[config.mk]
export PLATFORM = sky130hd
export DESIGN_NAME = hfm_ctrl
export DESIGN_NICKNAME = d
export VERILOG_FILES = /design/src/sv/hfm_pkg.sv /design/src/sv/hfm_ctrl.sv
export SDC_FILE = /design/constraint.sdc
export NUM_CORES = 1
export LEC_CHECK = 0
export ABC_CLOCK_PERIOD_IN_PS = 1600
export CORE_AREA = 10 10 47 49
export DETAILED_ROUTE_END_ITERATION = 7
export DIE_AREA = 0 0 57 59
export DONT_BUFFER_PORTS = 1
export GPL_ROUTABILITY_DRIVEN = 0
export HOLD_SLACK_MARGIN = 0.05
export MAX_ROUTING_LAYER = met4
export SYNTH_ARGS = -nofsm -noshare
export SYNTH_HDL_FRONTEND = slang
export SYNTH_SLANG_ARGS = --single-unit
export TNS_END_PERCENT = 50
[constraint.sdc]
create_clock -name i_clk -period 1.6 [get_ports i_clk]
set_clock_uncertainty 0.1 [all_clocks]
set_input_delay 0.08 -clock i_clk [delete_from_list [all_inputs] [get_ports i_clk]]
set_output_delay 0.08 -clock i_clk [all_outputs]
set_load 0.005 [all_outputs]
[src/sv/hfm_pkg.sv]
`timescale 1ns / 1ps
// ----------------------------------------------------------------------------
// hfm_pkg: shared types and constants of the hash frequency mode block
// Table geometry, field widths, hash multiplier, register map and the
// command and status groups between controller and datapath.
// ----------------------------------------------------------------------------
package hfm_pkg;

    // table geometry
    localparam int SLOTS      = 1024;
    localparam int SLOT_W     = $clog2(SLOTS);
    localparam int SIZE_W     = SLOT_W + 1;
    localparam int COUNT_BITS = 16;
    localparam int KEY_W      = 32;
    localparam int STEP_W     = $clog2(KEY_W);

    // hash multiplier
    localparam logic [KEY_W-1:0] HASH_MUL = KEY_W'(16161);

    // register map (byte addresses)
    localparam int            ADDR_W          = 2;
    localparam logic [ADDR_W-1:0] REG_TABLE_SIZE = 2'd0;
    localparam logic [SIZE_W-1:0] SIZE_RESET     = SIZE_W'(SLOTS);

    // one table entry
    typedef struct packed {
        logic [KEY_W-1:0]      key;
        logic [COUNT_BITS-1:0] count;
    } t_slot;

    // controller to datapath commands
    typedef struct packed {
        logic load_item;
        logic hash_start;
        logic probe_rd;
        logic probe_upd;
        logic scan_init;
        logic scan_rd;
        logic result_load;
        logic clr_wr;
    } t_dp_cmd;

    // datapath to controller status
    typedef struct packed {
        logic key_zero;
        logic last;
        logic hash_done;
        logic probe_found;
        logic probe_last;
        logic scan_end;
        logic clr_end;
    } t_dp_stat;

endpackage

[src/sv/hfm_ctrl.sv]
`timescale 1ns / 1ps
// ----------------------------------------------------------------------------
// hfm_ctrl: sequencer of the hash frequency mode block
// Steps each non-zero key through hashing and probing, and on the last key
// of a batch, zero or not, through the scan, result hand-off and table clear.
// ----------------------------------------------------------------------------
module hfm_ctrl (
    input  logic               i_clk,
    input  logic               i_rst_n,
    input  logic               i_in_valid,
    input  logic               i_out_free,
    input  hfm_pkg::t_dp_stat  i_stat,
    output logic               o_in_ready,
    output hfm_pkg::t_dp_cmd   o_cmd
);

    typedef enum logic [3:0] {
        ST_IDLE,
        ST_CHECK,
        ST_HASH,
        ST_PROBE_RD,
        ST_PROBE_CMP,
        ST_SCAN_INIT,
        ST_SCAN,
        ST_SCAN_WAIT,
        ST_RESULT,
        ST_CLEAR
    } t_state;

    t_state r_state;
    t_state n_state;

    // next state and commands
    always_comb begin
        n_state = r_state;
        o_cmd   = '0;
        unique case (r_state)
            ST_IDLE: begin
                if (i_in_valid) begin
                    o_cmd.load_item = 1'b1;
                    n_state         = ST_CHECK;
                end
            end
            ST_CHECK: begin
                if (i_stat.key_zero) begin
                    n_state = i_stat.last ? ST_SCAN_INIT : ST_IDLE;
                end else begin
                    o_cmd.hash_start = 1'b1;
                    n_state          = ST_HASH;
                end
            end
            ST_HASH: begin
                if (i_stat.hash_done) begin
                    n_state = ST_PROBE_RD;
                end
            end
            ST_PROBE_RD: begin
                o_cmd.probe_rd = 1'b1;
                n_state        = ST_PROBE_CMP;
            end
            ST_PROBE_CMP: begin
                o_cmd.probe_upd = 1'b1;
                if (i_stat.probe_found || i_stat.probe_last) begin
                    n_state = i_stat.last ? ST_SCAN_INIT : ST_IDLE;
                end else begin
                    n_state = ST_PROBE_RD;
                end
            end
            ST_SCAN_INIT: begin
                o_cmd.scan_init = 1'b1;
                n_state         = ST_SCAN;
            end
            ST_SCAN: begin
                o_cmd.scan_rd = 1'b1;
                if (i_stat.scan_end) begin
                    n_state = ST_SCAN_WAIT;
                end
            end
            ST_SCAN_WAIT: begin
                n_state = ST_RESULT;
            end
            ST_RESULT: begin
                if (i_out_free) begin
                    o_cmd.result_load = 1'b1;
                    n_state           = ST_CLEAR;
                end
            end
            ST_CLEAR: begin
                o_cmd.clr_wr = 1'b1;
                if (i_stat.clr_end) begin
                    n_state = ST_IDLE;
                end
            end
            default: begin
                n_state = ST_CLEAR;
            end
        endcase
    end

    // state register; reset starts with a clearing pass
    always_ff @(posedge i_clk) begin
        if (!i_rst_n) begin
            r_state <= ST_CLEAR;
        end else begin
            r_state <= n_state;
        end
    end

    assign o_in_ready = (r_state == ST_IDLE);

endmodule

==> results.toml <==
[run_status]
status = "finished, final reports clean"

[routing]
finalWirelength_um = 1260
firstDrtPassIters = 4
drt.antenna.violating_nets = 0
viasPerCell = 5.61
drtIter0Drc = 12
drc_errors = 0
wire_per_inst_um = 15.7
via_count = 449

[pwr]
swShare_pct = 43.9
power_density_mw_per_mm2 = 1710
p_leak_nw = 0.224
totalPowerFinal_w = 0.000913
p_comb_share_pct = 62.4
seqPwrFrac_pct = 23.2
clkPwrFrac_pct = 14.4
p_switching_w = 0.000400
p_int_w = 0.000513
peakVddDrop_mv = 0.697

[die]
die_x_um = 57
die_h_um = 59
core_area_mm2 = 0.00140
die-area_mm2 = 0.00336
row_count = 14
top_level_ports = 20
start_util_pct = 28.4

[min_path]
min_path_type = "input port to register"
hp-start = "i_stat[1]"

[critical_path]
critPathKind = "register to register"
crit_buf_inv = 0
worstPathMaxFanout = 2
path_delay_family = "simple AND/OR/NAND/NOR gates"
r2r_start = "r_state[0]"
cp_slowest_cell = "dfxtp_2"
crit_start = "r_state[0]"
end_kind = "register"
worstSetupStartpointType = "register"
slowest_delay_ps = 350
cp.arrival_ps = 1560
cp.required_ps = 1630
path_cells = "mux2_1 > or3_1 > and2_1 > o221a_2"

[sta]
setup_viol = 0
worst_pin_slew_ps = 378
slew_viol_final = 0
hold_viol = 0
slew_headroom_pct = 74.4
final.setup.tns_ps = 0
fmax_mhz = 652
min_period_ps = 1530
grt_setup_unrepaired = "false"
period_share_pct = 95.8

[job]
cap_violations = 0

[layout]
final_common_cell = "nor2_1"
drive_gt1_share_pct = 23.4
top_register = "r_state"
seq_area_um2 = 81.3
fill_cells = 154
finalCoreUtilization_pct = 38.1
largest_reg_flops = 4
multi_input_area_um2 = 299
reg_top3 = "r_state (4)"
n_antenna_cell = 0
final_cell_mix = "6 x nor2_1, 5 x dlygate4sd3_1, 5 x buf_4, 4 x nand2b_1"
nets = 77
area_delta_synth_final_pct = 34.3
fin_cells = 80

[logic_synthesis]
yosysSeqAreaShare_pct = 20.1
synthDistinctLibCells = 29
syn_inst = 54
ys_ff_latch = 4
syn_area_um2 = 398
synth_ff_type = "dfxtp_1"
syn_avg_cell_area_um2 = 7.37
synth-async-reset-ratio_pct = 0
synth_edf_count = 0
yosys_warnings = 0
syn-num-nets = 65

[clock_network]
cts_tree = "built"
htreeDepth = 1
cts_buffers = 3
cts.clk_slew.worst_paths_ps = 40
clock-sinks = 4
cts_root_buf = "clkbuf_4"
clock_latency_ps = 240
ctsLongestPathBuffers = 2

[global_routing]
grt_use_total_pct = 8.00
grt_pass1_vias = 490
grt-ovfl-total = 0
grt_max_degree = 15
grt_pass1_wl_um = 2090
antenna_found_initial = 0

[placement]
portBuffers = 0
placed_cells = 72
hpwl_um = 970
-- worst register-to-register path, cell delays in order, from the launching register on --
cell and delay (ps):
dfxtp_2 350, mux2_1 330, or3_1 350, and2_1 180, o221a_2 110
-- kinds of logic after synthesis --
logic type | count (synthesis) | share of synthesized area [%]
multiplexers | 2 | 5.35
buffers and inverters | 5 | 6.60
AND/OR/NAND/NOR | 29 | 43.7
flip-flops | 4 | 20.1
AO/OA/AOI/OAI | 14 | 24.2
-- per-layer routing --
| metal | global-route usage (%) | share of wire [%] |
|---|---|---|
| met1 | 7.36 | 41 |
| met2 | 14.0 | 47 |
| met3 | 2.79 | 9.2 |
| met4 | 5.03 | 2.9 |
| met5 | - | 0 |
-- path summary, 6_finish.rpt --
check               endpoint  slack [ps]  cells past startpoint
hold / removal    r_state[0]          60                      3
setup reg to reg  r_state[1]          70                      4
setup / recovery  r_state[1]          70                      4
hold reg to reg   r_state[3]         610                      2
-- synthesized netlist by cell type (all sizes together), types with 2 or more instances --
| cell type | number | share of area, % |
|---|---|---|
| buf | 4 | 5.7 |
| nand2 | 3 | 2.8 |
| and2 | 2 | 3.1 |
| nand2b | 4 | 6.3 |
| nor2 | 6 | 5.7 |
| nor3 | 2 | 2.5 |
| nor4 | 2 | 3.1 |
| and3 | 2 | 3.1 |
| a22oi | 2 | 3.8 |
| dfxtp | 4 | 20 |
| o21ai | 4 | 5.0 |
| a21oi | 2 | 2.5 |
| nor4b | 2 | 4.4 |
| o21a | 2 | 3.8 |
-- power groups by stage --
stage               Sequential, W  Combinational [W]  Clock (W)
global placement         0.000200           0.000541          0
finish                   0.000212           0.000570   0.000131
detailed placement       0.000203           0.000552          0
CTS                      0.000202           0.000565   0.000137
global route             0.000220           0.000639   0.000141
floorplan                0.000174           0.000403          0
-- through the flow --
step | instance area [µm²] | setup WS (ps) | hold WS [ps]
4_1_cts | 526 | 42.9 | 70.7
2_1_floorplan | 398 | 101 | 94.1
5_1_grt | 534 | 10.8 | 94.5
6_report | 534 | 66.8 | 60.6
3_5_place_dp | 453 | 51.1 | 107
3_3_place_gp | 453 | 88.1 | 101
-- what timing repair did --
item | 4_1_cts | 5_1_grt
hold buffers | 5 | 0
setup endpoints to repair | 0 | 3
gates resized for setup | 0 | 3
buffers inserted | 0 | 0
endpoints found under the hold margin | 4 | 0
-- layout make-up --
| cell class | instances | share of cell area [%] |
|---|---|---|
| multi-input cells | 45 | 56.0 |
| repair buffers | 11 | 20.1 |
| flip-flops and latches | 4 | 15.2 |
| clock buffers | 3 | 4.22 |
| well taps | 16 | 3.75 |
| inverters | 1 | 0.703 |
(Power assumes the default switching activity.)
